<file path="src/design/csat_pkg.sv">
package csat_pkg;

   localparam int VW = 16;   // stored coordinate width
   localparam int DW = 17;   // edge and turn vector component
   localparam int PW = 33;   // coordinate times edge component, and their differences
   localparam int TW = 34;   // turn perp-dot

   typedef struct packed {
      logic signed [VW-1:0] y;
      logic signed [VW-1:0] x;
   } vert_type;

   // one edge travelling down the cell row, carrying its running minimum
   typedef struct packed {
      logic                 valid;
      logic                 qsel;   // polygon whose vertices are projected: 0 = A, 1 = B
      logic signed [DW-1:0] ex;
      logic signed [DW-1:0] ey;
      logic signed [PW-1:0] reach;
      logic signed [PW-1:0] least;
   } edge_type;

   typedef struct packed {
      logic     head;     // first cell of the row starts the minimum
      logic     load_a;
      logic     load_b;
      logic     live_a;   // this cell holds a vertex of A in the current pair
      logic     live_b;
      vert_type vert;
   } cell_ctl_type;

   typedef enum logic [1:0] {
      S_IDLE,
      S_WALK,
      S_DRAIN,
      S_DONE
   } fsm_type;

   typedef enum logic [2:0] {
      ST_OK,
      ST_EMPTY,
      ST_A_NOT_CCW,
      ST_B_NOT_CCW,
      ST_OVERFLOW
   } status_type;

endpackage

</file>
<file path="src/design/csat_cell.sv">
module csat_cell (
   input  logic                  clock,
   input  logic                  reset,
   input  csat_pkg::cell_ctl_type ctl,
   input  csat_pkg::edge_type    edge_in,
   output csat_pkg::edge_type    edge_out
);
   import csat_pkg::*;

   vert_type             a_ff;
   vert_type             b_ff;
   vert_type             q;
   edge_type             mid_ff;
   edge_type             out_ff;
   edge_type             out_in;
   logic signed [PW-1:0] px_ff;
   logic signed [PW-1:0] py_ff;
   logic signed [PW-1:0] d;
   logic                 live;

   always_ff @(posedge clock) begin
      if (ctl.load_a) begin
         a_ff <= ctl.vert;
      end
      if (ctl.load_b) begin
         b_ff <= ctl.vert;
      end
   end

   assign q = edge_in.qsel ? b_ff : a_ff;

   always_comb begin
      d      = px_ff - py_ff;
      live   = mid_ff.qsel ? ctl.live_b : ctl.live_a;
      out_in = mid_ff;
      if (ctl.head || (live && (d < mid_ff.least))) begin
         out_in.least = d;
      end
   end

   always_ff @(posedge clock) begin
      px_ff <= PW'(q.x) * PW'(edge_in.ey);
      py_ff <= PW'(q.y) * PW'(edge_in.ex);
      if (reset) begin
         mid_ff.valid <= 1'b0;
         out_ff.valid <= 1'b0;
      end else begin
         mid_ff <= edge_in;
         out_ff <= out_in;
      end
   end

   assign edge_out = out_ff;

endmodule

</file>
<file path="config.mk">
export PLATFORM = sky130hd
export DESIGN_NAME = csat_cell
export DESIGN_NICKNAME = d
export VERILOG_FILES = /design/src/design/csat_pkg.sv /design/src/design/csat_cell.sv
export SDC_FILE = /design/constraint.sdc
export NUM_CORES = 2
export LEC_CHECK = 0
export BUFFER_PORTS_ARGS = -buffer_cell sky130_fd_sc_hd__buf_2
export CAP_MARGIN = 40
export CORE_ASPECT_RATIO = 0.9
export CORE_MARGIN = 8
export CORE_UTILIZATION = 55
export CTS_CLUSTER_SIZE = 16
export DETAILED_ROUTE_END_ITERATION = 6
export PLACE_DENSITY_LB_ADDON = 0.3
export SLEW_MARGIN = 20
export SYNTH_ARGS = -nofsm -noshare
export SYNTH_HDL_FRONTEND = slang
export SYNTH_SLANG_ARGS = --single-unit
</file>
<file path="constraint.sdc">
create_clock -name clock -period 17.4 [get_ports clock]
set_input_delay 1.74 -clock clock [delete_from_list [all_inputs] [get_ports clock]]
set_output_delay 1.74 -clock clock [all_outputs]
set_load 0.005 [all_outputs]
</file>
==> impl_metrics.csv <==
group,metric,value,unit
job,max-cap-violations,0,
detailed_routing,drt-initial-drc-count,1335,
clock_network,cts_tree,"yes",
setup_path,crit_required,17.85,ns
die,dieArea,69380,um2
place,port_buffers,242,
layout,fin_cells,4159,
synthesis,synth-edff-count,266,
synthesis,synth_top_area_share,32.89,%
synthesis,netlist_area,33660,um2
synthesis,synth_fp_nets,4040,
synthesis,synth.avg_cell_area,10.81,um2
place,hpwlAfterDp,60090,um
setup_path,startpoint_type,"primary input",
outcome,status,"finished, final reports clean",
layout,fin_nets,4263,
die,fp-row-count,86,
detailed_routing,ant_nets,0,
detailed_routing,totalWireLength,75210,um
layout,nFillCells,5033,
clock_network,worstSkewPairLatency,0.57,ns
clock_network,clock_path_buffers,3,
setup_path,timing.rr.start,"b_ff[1]",
synthesis,seq_area_frac_synth,27.77,%
timing,period_needed,8.326,ns
detailed_routing,drc,0,
place,gp_congestion,0.8953,
timing,tightest_slew,0.7896,ns
layout,drive_gt1_share,11.32,%
clock_network,cts.sinks,334,
clock_network,root_buffer,"clkbuf_16",
setup_path,critical_path_class,"primary input to flip-flop",
detailed_routing,via_count,22318,
setup_path,startpoint,"edge_in[100]",
synthesis,yosys.area.top_type,"fa_1",
global_routing,overflow,0,
clock_network,ctsHoldBuffers,0,
die,start_util,55.27,%
timing,finClkSkew,0.01818,ns
timing,setup_tns,0,ns
detailed_routing,wl_per_cell,18.08,um
timing,maxSlewViolCount,0,
clock_network,cts-resized-gates,0,
synthesis,synth.area.top_cells,"fa_1, edfxtp_1, ha_1, inv_1, dfxtp_1",
hold_path,hp-class,"flip-flop to flip-flop",
global_routing,antenna_found_initial,1,
die,io_pins,243,
global_routing,grt_use_total,22.40,%
hold_path,min_from,"mid_ff[95]",
detailed_routing,vias_per_cell,5.366,
timing,timing.final.crit_share,47.85,%
place,dp_cells,4088,
timing,finalSetupViolations,0,
die,design.core.area,60900,um2
clock_network,numCtsBuffers,37,
die,die_x,276.8,um
clock_network,htree_levels,2,
synthesis,async_flop_share,0,%
timing,rsz0062_at_grt,"no",
global_routing,grt_max_degree,126,
synthesis,synth-seq-cells,334,
layout,areaGrowthSynthToFinish,10.21,%
global_routing,grt_pass1_vias,24746,
synthesis,syn_inst,3114,
timing,relSlewSlack,46.53,%
clock_network,postCtsSetupRepairBufs,0,
global_routing,grt_pass1_wl,126500,um
setup_path,end_kind,"flip-flop",
detailed_routing,drtPass1Iterations,7,
synthesis,yosys_warnings,0,
die,die_h,250.7,um
setup_path,critPathMaxFanout,33,
synthesis,synthMostInstantiatedCell,"inv_1",
clock_network,clk_pin_slew,0.07,ns
synthesis,synth_ff_type,"edfxtp_1",
timing,fmax,0.1201,GHz
timing,hold_violations,0,
synthesis,ys_types,74,
setup_path,crit_arrival,8.77,ns
synthesis,yosys-top-cells-count,"inv_1, fa_1, nand2_1, edfxtp_1, ha_1",
[cells in the final DEF, fill, tap and decap left out, types with 42 or more instances in the layout]
master,count
ha_1,232
nor2b_1,171
and2_1,100
buf_2,243
fa_1,553
nand2_1,268
o21ai_0,42
xnor2_1,67
inv_1,702
dfxtp_1,68
nor2_1,82
a21oi_1,71
edfxtp_1,266
[critical path, cell delays in order]
cell and delay (ns):
buf_2 0.07, buf_4 0.52, mux2_2 0.56, nand2_1 0.16, inv_1 0.09, fa_1 0.66
fa_1 0.91, fa_1 0.53, fa_1 0.51, fa_1 0.49, inv_1 0.05, fa_1 0.47
inv_1 0.04, ha_1 0.32, nand2_1 0.10, nor2_1 0.14, o211ai_1 0.20, a211oi_1 0.54
o31ai_2 0.16, mux2i_1 0.14, a2111oi_0 0.35
[kinds of logic (layout without fill, tap and decap cells)]
logic type | count (synthesis) | after routing | share of synthesized area [%]
muxes | 65 | 65 | 2.119
buffers and inverters | 783 | 1035 | 8.806
and+or+nand+nor | 770 | 770 | 11.58
xor gates and xnor gates | 86 | 86 | 2.238
adders and majority gates | 785 | 785 | 41.51
other | 0 | 1 | 0
DFF | 334 | 334 | 27.77
AOI/OAI and AO/OA | 291 | 291 | 5.974
[state kept, by name, indices dropped and copies added (netlist names)]
signal    cells
py_ff        33
a_ff         32
mid_ff      102
px_ff        33
edge_out    102
b_ff         32
[cell type report]
| type | count | area [um2] | share of cell area, % |
|---|---|---|---|
| Clock inverter | 29 | 357.8 | 0.9647 |
| Sequential cell | 334 | 9349 | 25.20 |
| Tap cell | 792 | 991.0 | 2.671 |
| Multi-Input combinational cell | 1997 | 21350 | 57.55 |
| Timing Repair Buffer | 264 | 1459 | 3.933 |
| Antenna cell | 1 | 2.502 | 0.006746 |
| Inverter | 703 | 2646 | 7.134 |
| Clock buffer | 39 | 943.4 | 2.543 |
[metal layers]
| layer | vias to the layer above | share of wire, % | track usage, % |
|---|---|---|---|
| li1 | 10202 | - | - |
| met1 | 11378 | 43 | 29.76 |
| met2 | 607 | 49 | 37.93 |
| met3 | 131 | 5.7 | 3.600 |
| met4 | 0 | 2.7 | 6.496 |
| met5 | - | 0 | 0 |
[path summary, 6_finish.rpt]
kind / depth (start not counted) / endpoint / slack [ns]
max: 21 / px_ff[32] / 9.07
min: 0 / edge_out[95] / 0.42
max reg2reg: 19 / px_ff[32] / 10.65
min reg2reg: 0 / edge_out[95] / 0.42
[stage by stage]
step / hold WS [ns] / utilization (%) / worst slack, ns / area [um2]
2_1_floorplan: 0.4003 / - / 8.884 / 33660
3_3_place_gp: 0.4001 / 58.56 / 8.623 / 35660
3_5_place_dp: 0.4045 / 58.68 / 8.497 / 35740
4_1_cts: 0.4170 / 60.81 / 9.084 / 37040
5_1_grt: 0.4221 / 60.90 / 8.588 / 37090
6_report: 0.4163 / 60.91 / 9.074 / 37100
Power is not shown: default switching activity piles up to over one toggle a cycle in this logic, so the estimate is an artifact.
